`src/hdl/drld_pkg.sv`:
```
// -----------------------------------------------------------------------------
// drld_pkg: shared types and constants of the data run list decoder
// Holds the decoder phase encoding, the end reason codes and the state and
// result records that pass between the top level and the step logic.
// -----------------------------------------------------------------------------
`default_nettype none

package drld_pkg;

  // Decoder phase, one-hot.
  typedef enum logic [3:0] {
    PH_HEADER = 4'b0001,
    PH_LENGTH = 4'b0010,
    PH_OFFSET = 4'b0100,
    PH_DRAIN  = 4'b1000
  } phase_t;

  // Reasons why a list has ended.
  localparam logic [2:0] REASON_NONE      = 3'd0;
  localparam logic [2:0] REASON_ZERO_HDR  = 3'd1;
  localparam logic [2:0] REASON_BUF_END   = 3'd2;
  localparam logic [2:0] REASON_MALFORMED = 3'd3;
  localparam logic [2:0] REASON_RUN_LIMIT = 3'd4;

  // Header low-nibble mask and the sign bit of a field byte.
  localparam logic [7:0] NIBBLE_MASK = 8'h0F;
  localparam logic [7:0] SIGN_MASK   = 8'h80;

  // Decoder state carried from one byte to the next.
  typedef struct packed {
    phase_t      phase;
    logic [3:0]  len_size;
    logic [3:0]  off_size;
    logic [3:0]  idx;
    logic [63:0] len_acc;
    logic [63:0] delta_acc;
    logic [63:0] next_vcn;
    logic [63:0] cur_lcn;
    logic [8:0]  runs_done;
  } state_t;

  localparam state_t STATE_RESET = '{
    phase:     PH_HEADER,
    len_size:  4'd0,
    off_size:  4'd0,
    idx:       4'd0,
    len_acc:   64'd0,
    delta_acc: 64'd0,
    next_vcn:  64'd0,
    cur_lcn:   64'd0,
    runs_done: 9'd0
  };

  // One result item.
  typedef struct packed {
    logic        run_valid;
    logic [63:0] run_start_vcn;
    logic [63:0] run_start_lcn;
    logic [63:0] run_length;
    logic        is_sparse;
    logic        list_done;
    logic [2:0]  end_reason;
    logic [8:0]  runs_decoded;
  } result_t;

endpackage

`default_nettype wire

```
`src/hdl/drld_if.sv`:
```
// -----------------------------------------------------------------------------
// drld_byte_if / drld_run_if: channel interfaces of the run list decoder
// A valid/ready channel for the incoming bytes and one for the decoded results.
// -----------------------------------------------------------------------------
`default_nettype none

interface drld_byte_if;
  logic       valid;
  logic       ready;
  logic [7:0] data_byte;
  logic       last_byte;

  modport source (output valid, output data_byte, output last_byte, input ready);
  modport sink   (input valid, input data_byte, input last_byte, output ready);
endinterface

interface drld_run_if;
  logic        valid;
  logic        ready;
  logic        run_valid;
  logic [63:0] run_start_vcn;
  logic [63:0] run_start_lcn;
  logic [63:0] run_length;
  logic        is_sparse;
  logic        list_done;
  logic [2:0]  end_reason;
  logic [8:0]  runs_decoded;

  modport source (
    output valid, output run_valid, output run_start_vcn, output run_start_lcn,
    output run_length, output is_sparse, output list_done, output end_reason,
    output runs_decoded, input ready
  );
  modport sink (
    input valid, input run_valid, input run_start_vcn, input run_start_lcn,
    input run_length, input is_sparse, input list_done, input end_reason,
    input runs_decoded, output ready
  );
endinterface

`default_nettype wire

```
`src/hdl/data_run_list_decoder_unit.sv`:
```
// -----------------------------------------------------------------------------
// data_run_list_decoder_unit: streaming mapping-pairs run list decoder
// Decodes a run list one byte per beat and reports each run and the list end.
// -----------------------------------------------------------------------------
// The block takes one byte of a run list per beat and can accept a beat on
// every clock cycle unless the result side stalls. Each byte goes through an
// input register, is decoded combinationally (field merge, sign extension and
// one 64-bit cluster add) and, if it gives a result, the result lands in an
// output register. Bytes that finish a run or end the list give one result
// beat; other bytes give none. After a list ends, bytes are dropped up to the
// byte flagged as last, and the byte after it opens a new list. A stall on the
// result side holds back only bytes that would give a result while the output
// register is still full.
`default_nettype none

module data_run_list_decoder_unit
  import drld_pkg::*;
#(
  parameter int LIST_RUN_LIMIT = 256
) (
  input  logic        clk,
  input  logic        rst,
  drld_byte_if.sink   byte_in,
  drld_run_if.source  run_out
);

  // Input register.
  logic       s1_valid;
  logic [7:0] s1_byte;
  logic       s1_last;
  logic       s1_fire;

  // Decoder state and step outputs.
  state_t  st;
  state_t  st_next;
  logic    has_res;
  result_t res;

  // Output register.
  logic    out_valid;
  result_t out_q;

  drld_step #(.LIST_RUN_LIMIT(LIST_RUN_LIMIT)) u_step (
    .st        (st),
    .data_byte (s1_byte),
    .last_byte (s1_last),
    .st_next   (st_next),
    .has_res   (has_res),
    .res       (res)
  );

  // A byte moves on unless it has a result and the output register is stuck.
  assign s1_fire       = s1_valid && (!has_res || !out_valid || run_out.ready);
  assign byte_in.ready = !s1_valid || s1_fire;

  // Input register load.
  always_ff @(posedge clk) begin
    if (rst) begin
      s1_valid <= 1'b0;
    end else if (byte_in.ready) begin
      s1_valid <= byte_in.valid;
    end
    if (byte_in.ready && byte_in.valid) begin
      s1_byte <= byte_in.data_byte;
      s1_last <= byte_in.last_byte;
    end
  end

  // Decoder state update.
  always_ff @(posedge clk) begin
    if (rst) begin
      st <= STATE_RESET;
    end else if (s1_fire) begin
      st <= st_next;
    end
  end

  // Output register.
  always_ff @(posedge clk) begin
    if (rst) begin
      out_valid <= 1'b0;
    end else if (s1_fire && has_res) begin
      out_valid <= 1'b1;
    end else if (run_out.ready) begin
      out_valid <= 1'b0;
    end
    if (s1_fire && has_res) begin
      out_q <= res;
    end
  end

  assign run_out.valid         = out_valid;
  assign run_out.run_valid     = out_q.run_valid;
  assign run_out.run_start_vcn = out_q.run_start_vcn;
  assign run_out.run_start_lcn = out_q.run_start_lcn;
  assign run_out.run_length    = out_q.run_length;
  assign run_out.is_sparse     = out_q.is_sparse;
  assign run_out.list_done     = out_q.list_done;
  assign run_out.end_reason    = out_q.end_reason;
  assign run_out.runs_decoded  = out_q.runs_decoded;

endmodule

`default_nettype wire

```
`src/hdl/drld_step.sv`:
```
// -----------------------------------------------------------------------------
// drld_step: one-byte step of the mapping-pairs decoder
// Given the current decoder state and one byte, works out the next state and
// whether the byte yields a result, and what that result is.
// -----------------------------------------------------------------------------
`default_nettype none

module drld_step
  import drld_pkg::*;
#(
  parameter int LIST_RUN_LIMIT = 256
) (
  input  state_t      st,
  input  logic [7:0]  data_byte,
  input  logic        last_byte,
  output state_t      st_next,
  output logic        has_res,
  output result_t     res
);

  logic [3:0]  idx_inc;
  logic [63:0] byte_shifted;
  logic [63:0] len_merged;
  logic [63:0] delta_merged;
  logic [63:0] delta_ext;
  logic [63:0] lcn_sum;
  logic [3:0]  len_nib;
  logic [3:0]  off_nib;

  // Field byte placed at its little-endian position; bytes past the eighth drop.
  assign idx_inc      = st.idx + 4'd1;
  assign byte_shifted = st.idx[3] ? 64'd0 : (64'(data_byte) << {st.idx[2:0], 3'b000});
  assign len_merged   = st.len_acc | byte_shifted;
  assign delta_merged = st.delta_acc | byte_shifted;

  // Sign extension of a short offset from its last byte.
  assign delta_ext = (!st.off_size[3] && ((data_byte & SIGN_MASK) != 8'd0))
                   ? (delta_merged | (~64'd0 << {st.off_size[2:0], 3'b000}))
                   : delta_merged;
  assign lcn_sum   = st.cur_lcn + delta_ext;

  assign len_nib = 4'(data_byte & NIBBLE_MASK);
  assign off_nib = data_byte[7:4];

  always_comb begin
    st_next = st;
    has_res = 1'b0;
    res     = '0;

    unique case (st.phase)
      PH_HEADER: begin
        st_next.len_size = len_nib;
        st_next.off_size = off_nib;
        if (data_byte == 8'd0) begin
          has_res          = 1'b1;
          res.list_done    = 1'b1;
          res.end_reason   = REASON_ZERO_HDR;
          res.runs_decoded = st.runs_done;
          st_next.phase    = PH_DRAIN;
        end else if (st.runs_done >= 9'(LIST_RUN_LIMIT)) begin
          has_res          = 1'b1;
          res.list_done    = 1'b1;
          res.end_reason   = REASON_RUN_LIMIT;
          res.runs_decoded = st.runs_done;
          st_next.phase    = PH_DRAIN;
        end else if (len_nib == 4'd0 || last_byte) begin
          has_res          = 1'b1;
          res.list_done    = 1'b1;
          res.end_reason   = REASON_MALFORMED;
          res.runs_decoded = st.runs_done;
          st_next.phase    = PH_DRAIN;
        end else begin
          st_next.idx       = 4'd0;
          st_next.len_acc   = 64'd0;
          st_next.delta_acc = 64'd0;
          st_next.phase     = PH_LENGTH;
        end
      end

      PH_LENGTH: begin
        st_next.len_acc = len_merged;
        st_next.idx     = idx_inc;
        if (idx_inc >= st.len_size) begin
          if (st.off_size == 4'd0) begin
            // Sparse run completes on the last length byte.
            has_res            = 1'b1;
            res.run_valid      = 1'b1;
            res.run_start_vcn  = st.next_vcn;
            res.run_length     = len_merged;
            res.is_sparse      = 1'b1;
            res.runs_decoded   = st.runs_done + 9'd1;
            st_next.next_vcn   = st.next_vcn + len_merged;
            st_next.runs_done  = st.runs_done + 9'd1;
            st_next.phase      = PH_HEADER;
            st_next.idx        = 4'd0;
            st_next.len_acc    = 64'd0;
            st_next.delta_acc  = 64'd0;
            if (last_byte) begin
              res.list_done  = 1'b1;
              res.end_reason = REASON_BUF_END;
            end
          end else if (last_byte) begin
            has_res          = 1'b1;
            res.list_done    = 1'b1;
            res.end_reason   = REASON_MALFORMED;
            res.runs_decoded = st.runs_done;
          end else begin
            st_next.idx   = 4'd0;
            st_next.phase = PH_OFFSET;
          end
        end else if (last_byte) begin
          has_res          = 1'b1;
          res.list_done    = 1'b1;
          res.end_reason   = REASON_MALFORMED;
          res.runs_decoded = st.runs_done;
        end
      end

      PH_OFFSET: begin
        st_next.delta_acc = delta_merged;
        st_next.idx       = idx_inc;
        if (idx_inc >= st.off_size) begin
          // Mapped run completes on the last offset byte.
          has_res            = 1'b1;
          res.run_valid      = 1'b1;
          res.run_start_vcn  = st.next_vcn;
          res.run_start_lcn  = lcn_sum;
          res.run_length     = st.len_acc;
          res.runs_decoded   = st.runs_done + 9'd1;
          st_next.cur_lcn    = lcn_sum;
          st_next.next_vcn   = st.next_vcn + st.len_acc;
          st_next.runs_done  = st.runs_done + 9'd1;
          st_next.phase      = PH_HEADER;
          st_next.idx        = 4'd0;
          st_next.len_acc    = 64'd0;
          st_next.delta_acc  = 64'd0;
          if (last_byte) begin
            res.list_done  = 1'b1;
            res.end_reason = REASON_BUF_END;
          end
        end else if (last_byte) begin
          has_res          = 1'b1;
          res.list_done    = 1'b1;
          res.end_reason   = REASON_MALFORMED;
          res.runs_decoded = st.runs_done;
        end
      end

      PH_DRAIN: begin
        st_next = st;
      end

      default: begin
        st_next = STATE_RESET;
      end
    endcase

    // The flagged last byte always starts a fresh list.
    if (last_byte) begin
      st_next = STATE_RESET;
    end
  end

endmodule

`default_nettype wire

```
`src/flat_wrapper.sv`:
```
// flat-port wrapper written by rule: the top's interface ports become plain ports
module data_run_list_decoder_unit_flat import drld_pkg::*;
#(
  parameter int LIST_RUN_LIMIT = 256
)
  (clk, rst, byte_in_valid, byte_in_data_byte, byte_in_last_byte, byte_in_ready, run_out_valid, run_out_run_valid, run_out_run_start_vcn, run_out_run_start_lcn, run_out_run_length, run_out_is_sparse, run_out_list_done, run_out_end_reason, run_out_runs_decoded, run_out_ready);
  drld_byte_if byte_in_i ();
  drld_run_if run_out_i ();
  input  logic clk;
  input  logic rst;
  input wire logic [$bits(byte_in_i.valid)-1:0] byte_in_valid;
  input wire logic [$bits(byte_in_i.data_byte)-1:0] byte_in_data_byte;
  input wire logic [$bits(byte_in_i.last_byte)-1:0] byte_in_last_byte;
  output wire logic [$bits(byte_in_i.ready)-1:0] byte_in_ready;
  output wire logic [$bits(run_out_i.valid)-1:0] run_out_valid;
  output wire logic [$bits(run_out_i.run_valid)-1:0] run_out_run_valid;
  output wire logic [$bits(run_out_i.run_start_vcn)-1:0] run_out_run_start_vcn;
  output wire logic [$bits(run_out_i.run_start_lcn)-1:0] run_out_run_start_lcn;
  output wire logic [$bits(run_out_i.run_length)-1:0] run_out_run_length;
  output wire logic [$bits(run_out_i.is_sparse)-1:0] run_out_is_sparse;
  output wire logic [$bits(run_out_i.list_done)-1:0] run_out_list_done;
  output wire logic [$bits(run_out_i.end_reason)-1:0] run_out_end_reason;
  output wire logic [$bits(run_out_i.runs_decoded)-1:0] run_out_runs_decoded;
  input wire logic [$bits(run_out_i.ready)-1:0] run_out_ready;
  assign byte_in_i.valid = byte_in_valid;
  assign byte_in_i.data_byte = byte_in_data_byte;
  assign byte_in_i.last_byte = byte_in_last_byte;
  assign byte_in_ready = byte_in_i.ready;
  assign run_out_valid = run_out_i.valid;
  assign run_out_run_valid = run_out_i.run_valid;
  assign run_out_run_start_vcn = run_out_i.run_start_vcn;
  assign run_out_run_start_lcn = run_out_i.run_start_lcn;
  assign run_out_run_length = run_out_i.run_length;
  assign run_out_is_sparse = run_out_i.is_sparse;
  assign run_out_list_done = run_out_i.list_done;
  assign run_out_end_reason = run_out_i.end_reason;
  assign run_out_runs_decoded = run_out_i.runs_decoded;
  assign run_out_i.ready = run_out_ready;
  data_run_list_decoder_unit #(.LIST_RUN_LIMIT(LIST_RUN_LIMIT)) u_core (.clk(clk), .rst(rst), .byte_in(byte_in_i), .run_out(run_out_i));
endmodule
```
`config.mk`:
```
export PLATFORM = sky130hd
export DESIGN_NAME = data_run_list_decoder_unit_flat
export DESIGN_NICKNAME = d
export VERILOG_FILES = /design/src/hdl/drld_pkg.sv /design/src/hdl/drld_if.sv /design/src/hdl/data_run_list_decoder_unit.sv /design/src/hdl/drld_step.sv /design/src/flat_wrapper.sv
export SDC_FILE = /design/constraint.sdc
export NUM_CORES = 1
export LEC_CHECK = 0
export BUFFER_PORTS_ARGS = -buffer_cell sky130_fd_sc_hd__buf_2
export CORE_MARGIN = 5
export CORE_UTILIZATION = 40
export DETAILED_ROUTE_END_ITERATION = 10
export PLACE_DENSITY = 0.64
export SYNTH_ARGS = -nofsm -noshare
export SYNTH_HDL_FRONTEND = slang
export SYNTH_SLANG_ARGS = --single-unit
```
`constraint.sdc`:
```
create_clock -name clk -period 13.1 [get_ports clk]
set_input_delay 0.655 -clock clk [delete_from_list [all_inputs] [get_ports clk]]
set_output_delay 0.655 -clock clk [all_outputs]
set_load 0.01 [all_outputs]
```
* After elaboration in Yosys (flattened, before gate mapping)
Cells that the tools add are included.
** Operators by class
- Add/sub/neg operators :: 5
- Multipliers :: 0
- Divide/modulo/power cells :: 0
- $lt $le $gt $ge :: 3
- Equality and inequality tests :: 14
- Shift operators :: 2
- Multiplexer cells :: 49
- Bitwise gates (word level) :: 3
- Reductions and logical operators :: 28
** Operators by type and width (number)
- $pmux W132 S4 :: 1
- $mux W132 :: 3
- $mux W281 :: 1
- $mux W269 :: 1
- $mux W65 :: 4
- $pmux W64 S2 :: 2
- $mux W196 :: 1
- $mux W193 :: 1
- $add A64 B64 Y64 :: 3
- $mux W192 :: 1
- $or A64 B64 Y64 :: 3
- $pmux W64 S3 :: 1
- $pmux W65 S2 :: 1
- $mux W64 :: 2
- $mux W13 :: 7
- $shl A64 B6 Y64 const A :: 1
- $shl A8 B6 Y64 :: 1
- $pmux W13 S3 :: 1
- $pmux W9 S3 :: 1
- $mux W4 :: 6
- $mux W9 :: 2
- $ne A3 B2 Y1 const B :: 6
- $pmux W4 S4 :: 1
- $pmux W8 S2 :: 1
- other kinds (26) :: 52
** Storage, ports and cells
- Flip-flop bits (word level) :: 499
- Latch bits :: 0
- RAM bits :: 0
- Memory bits (read-only) :: 0
- Bits of input ports :: 13
- Output and inout bits :: 209
- Logic and storage cells :: 125
- Memories kept :: 0

* Longest topological paths before layout
- Word-level depth :: 12
- Mapped depth :: 18
- Gate-level depth less buffers :: 17

* Hierarchy
Synthesis repeated with hierarchy kept, for this count alone.
** Unflattened totals
- Cell total of the unflattened synthesis :: 4473
- Area, all modules :: 38140.3 µm²
** By module, submodules not included
- data_run_list_decoder_unit :: instances 1, cells each 1445, area an instance 19407.4 µm², sequential area each 12151.7 µm²
- drld_step :: instances 1, cells each 3028, area an instance 18733.0 µm², sequential area each 0.0 µm²

* Worst setup path before layout
Ideal clock, no wire load.
- Kind :: reg-to-reg
- From :: reg u_core.st[265] (netlist name)
- To :: reg u_core.out_q (netlist bit u_core.run_out.end_reason[0]), enable pin
- Setup time :: 778 ps
- Arrival :: 10788 ps
- Required time :: 12322 ps
- Path slack :: 1535 ps
- Cell stages (with the launch flop) :: 13
- Path buffers :: 2
- Clock period less this slack :: 11565 ps
- Cell sequence :: dfxtp_1 clkbuf_1 nand2b_1 o21ai_0 ha_1 a21oi_2 or3_1 buf_2 clkinv_1 nor2_1 inv_2 o21ai_0 nor2_1
** On the way
- Longest elaborated chain between the ends :: 9
- Elaborated cells between the ends (all ways) :: 11
- Classes of those cells :: 1 x add/sub; 2 x order compare; 3 x mux; 5 x reduce/logical
** Ends and longest elaborated chain
- $add A4 B1 Y4 * :: line drld_step.sv:31 : assign idx_inc = st.idx + 4'd1;
- $ge A4 B4 Y1, on equally long branches :: line drld_step.sv:122, drld_step.sv:83
- $mux W1, on equally long branches :: line drld_step.sv:122, drld_step.sv:83
- $pmux W1 S3 * :: line drld_step.sv:50 : unique case (st.phase)
- $logic_not A1 Y1 :: line data_run_list_decoder_unit.sv:53 : assign s1_fire = s1_valid && (!has_res || !out_valid || run_out.ready);
- $logic_or A1 B1 Y1 (2 in a row) :: line data_run_list_decoder_unit.sv:53
- $logic_and A1 B1 Y1 :: line data_run_list_decoder_unit.sv:53
- $logic_and A1 B1 Y1 * :: line data_run_list_decoder_unit.sv:87 : if (s1_fire && has_res) begin
- to (signal assigned) :: line data_run_list_decoder_unit.sv:88 : out_q <= res;
- to (decl) :: line data_run_list_decoder_unit.sv:41 : result_t out_q;
Mark *: on every way between the ends. The rest lies on a longest branch, timed or not.
A chain may end at the register's enable or synchronous reset.

* Worst setup path in the final report
- From :: reg u_core.st[265] (netlist name)
- To :: reg u_core.out_q (netlist bit u_core.run_out.run_start_vcn[48]), enable pin
** On the way
- Longest elaborated chain between the ends :: 9
- Elaborated cells between the ends (all ways) :: 11
- Classes of those cells :: 1 x add/sub; 2 x order compare; 3 x mux; 5 x reduce/logical
** Ends and longest elaborated chain (line)
- $add A4 B1 Y4 * :: drld_step.sv:31
- $ge A4 B4 Y1, on equally long branches :: drld_step.sv:122, drld_step.sv:83
- $mux W1, on equally long branches :: drld_step.sv:122, drld_step.sv:83
- $pmux W1 S3 * :: drld_step.sv:50
- $logic_not A1 Y1 :: data_run_list_decoder_unit.sv:53
- $logic_or A1 B1 Y1 (2 in a row) :: data_run_list_decoder_unit.sv:53
- $logic_and A1 B1 Y1 :: data_run_list_decoder_unit.sv:53
- $logic_and A1 B1 Y1 * :: data_run_list_decoder_unit.sv:87
Marked as above.

==> impl_metrics.toml <==
[yosys]
ys_types = 95
yosysWarnings = 0
netlist_instances = 3550
seq_area_frac_synth = 0.391
ys.flop_type = "dfxtp_1"
async_flop_share = 0
postSynthAreaPerCell_um2 = 8.74
synth-seq-cells = 499
synth-edff-count = 216
syn_nets = 3781
syn_area_um2 = 31000

[timing]
rsz0062_at_grt = "no"
period_share = 0.500
setup_viol = 0
whs_ps = 276
fmax_mhz = 153
tightestPinTransition_ps = 1200
relSlewSlack = 0.191
report.final.slew_viol_count = 0
fin_skew_ps = 18.6
period_minus_slack_ps = 6550
hold_viol = 0
tns_ps = 0
timing.final.ws_setup_ps = 6550

[cells_and_area]
final_cells = 4723
nets = 3867
final_core_util = 0.449
area_delta_synth_final_pct = 11.6
fin_area_um2 = 34600
drive_gt1_frac = 0.126

[floorplanning]
row_count = 102
fp.dieArea_um2 = 83300
placeableCoreArea_um2 = 77200
die_h_um = 289
ioPinCount = 222
dieWidth_um = 289
start_util = 0.402

[drt]
ant_nets = 0
via_count = 27400
first_iter_violations = 2475
wl_per_cell_um = 21.0
vias_per_cell = 5.80
wirelength_um = 99200
drt-pass1-iter-count = 5
remaining_drc_errors = 0

[setup_path]
cp_common_cell = "buf_4"
path_cells = "ha_1, ha_1, a21o_1, a21o_1, a21oi_2, or3_1, inv_2, buf_4, nor2_2, clkinv_2, o21ai_0, nor2_4, buf_4, buf_4"
critPathBufInv = 5
worstSetupPathType = "flop to flop"
required_ps = 13350
worst_path_max_delay_cell = "buf_4"
max_stage_delay_ps = 750
crit_family = "buffers and inverters"
arrival_ps = 6800
cp-end-kind = "flop"
critPathMaxFanout = 70
critical_path.startpoint_type = "flop"

[global_routing]
grt_antenna_before_repair = 3
grt_pass1_wl_um = 151000
track_usage = 0.227
gr-total-overflow = 0
grt_max_degree = 96
grt_pass1_vias = 25500

[clock_tree]
root_buffer = "clkbuf_16"
cts_buffer_depth = 3
htreeDepth = 2
cts_resized = 0
clkSinkCount = 499
cts_buffers = 54
cts_setup_buffers = 0
path_clk_slew_ps = 60
cts_tree = "yes"
cts_hold_buf = 0
worstSkewPairLatency_ps = 630

[placed_design]
place_congestion = 0.961
place_ws_ps = 6550
hpwlAfterDp_um = 72700
placed_area_um2 = 32900
dp.cells = 4620
port_buffers = 221

[power_and_ir_drop]
switching_share = 0.268
power_density_nw_per_um2 = 102
power_mw = 3.52
clockPowerShare = 0.437
comb_power_share = 0.089
p_int_mw = 2.58
leakagePower_nw = 14.3
peakVddDrop_v = 0.0000792
seq_power_share = 0.473
power_switching_uw = 944

[outcome]
outcome = "complete, no violations"

[min_path]
hold_class = "input port to flop"

[flow_run]
max-cap-violations = 0
==> worst register-to-register path: stages (launching register included) <==
cell,delay (ps)
dfxtp_1,580
ha_1,350
ha_1,290
a21o_1,110
a21o_1,140
a21oi_2,90
or3_1,390
inv_2,60
buf_4,720
nor2_2,460
clkinv_2,470
o21ai_0,310
nor2_4,730
buf_4,600
buf_4,780
==> cell usage after synthesis, types with 7 or more instances <==
cell / instances / share of area
a211o_1: 14 / 0.0040
a211oi_1: 15 / 0.0036
a21o_1: 134 / 0.032
a21oi_1: 388 / 0.063
a221o_1: 7 / 0.0023
a22o_1: 67 / 0.019
a22oi_1: 50 / 0.012
a31oi_1: 59 / 0.012
a41oi_1: 7 / 0.0020
and2_1: 141 / 0.028
and3_1: 29 / 0.0058
buf_1: 15 / 0.0018
buf_2: 35 / 0.0056
clkbuf_1: 165 / 0.020
dfxtp_1: 283 / 0.18
edfxtp_1: 216 / 0.21
ha_1: 215 / 0.087
inv_1: 59 / 0.0071
nand2_1: 269 / 0.033
nand2b_1: 20 / 0.0040
nand3_1: 121 / 0.020
nand4_1: 57 / 0.011
nor2_1: 352 / 0.043
nor2b_1: 25 / 0.0050
nor3_1: 45 / 0.0073
nor3b_1: 17 / 0.0041
nor4_1: 23 / 0.0046
o211ai_1: 10 / 0.0024
o21a_1: 17 / 0.0041
o21ai_0: 148 / 0.024
o21ai_1: 21 / 0.0034
o21bai_1: 44 / 0.011
o221ai_1: 11 / 0.0031
o22ai_1: 38 / 0.0077
o31ai_1: 13 / 0.0031
or2_2: 65 / 0.013
or3_1: 67 / 0.014
xnor2_1: 103 / 0.029
xor2_1: 74 / 0.021
==> power by group through the flow <==
| stage | Combinational, mW | Sequential [mW] | Clock [mW] |
|---|---|---|---|
| after floorplan | 0.202 | 1.72 | 0 |
| after global routing | 0.342 | 1.67 | 1.63 |
| final | 0.315 | 1.67 | 1.54 |
| after global placement | 0.314 | 1.70 | 0 |
| after detailed placement | 0.314 | 1.70 | 0 |
| after CTS | 0.315 | 1.67 | 1.57 |
==> registers in the layout (all words and copies together), names as in the netlist, 3 cells and up <==
register and count:
u_core.st 281, u_core.run_out.run_start_lcn 64, u_core.run_out.end_reason 3, u_core.run_out.run_start_vcn 64, u_core.run_out.runs_decoded 9, u_core.run_out.run_length 64, u_core.s1_byte 8
==> cell type report <==
type | instances | area (um2)
Clock buffer | 62 | 1410
Sequential cell | 499 | 12200
Tap cell | 1040 | 1300
Timing Repair Buffer | 247 | 1310
Multi-Input combinational cell | 2773 | 17900
Clock inverter | 40 | 357
Inverter | 61 | 230
Antenna cell | 1 | 2.50
Fill cell | 7614 | 42600
==> path summary, 6_finish.rpt <==
check / to / slack, ps / cells after the start / start
min reg2reg: u_core.st[66] / 460 / 2 / u_core.st[66]
max: u_core.run_out.run_start_vcn[48] / 6550 / 14 / u_core.st[265]
min: u_core.s1_last / 280 / 1 / byte_in_last_byte
max reg2reg: u_core.run_out.run_start_vcn[48] / 6550 / 14 / u_core.st[265]
==> logic make-up after synthesis <==
kind of cell	count (synthesis)	share of synthesized area
muxes	4	0.00133
and+or+nand+nor	1257	0.199
xor gates and xnor gates	177	0.0499
buffers and inverters	278	0.0352
AOI/OAI and AO/OA	1117	0.234
adders and majority gates	218	0.0886
DFF	499	0.391
==> routing by layer <==
| layer | wire [um] | track usage |
|---|---|---|
| met1 | 45800 | 0.333 |
| met4 | 2790 | 0.0637 |
| met2 | 43100 | 0.349 |
| met3 | 7440 | 0.0331 |
| met5 | 12 | 0 |
==> placed cells by master (no fill, tap or decap), types with 67 or more instances in the layout <==
cell type and count:
or3_1 67, a21oi_1 388, buf_2 220, xnor2_1 103, edfxtp_1 216, a22o_1 67
dfxtp_1 283, nand2_1 269, xor2_1 74, ha_1 215, o21ai_0 148, and2_1 141
a21o_1 134, nand3_1 121, nor2_1 346
Power figures use the tool's default switching activity.
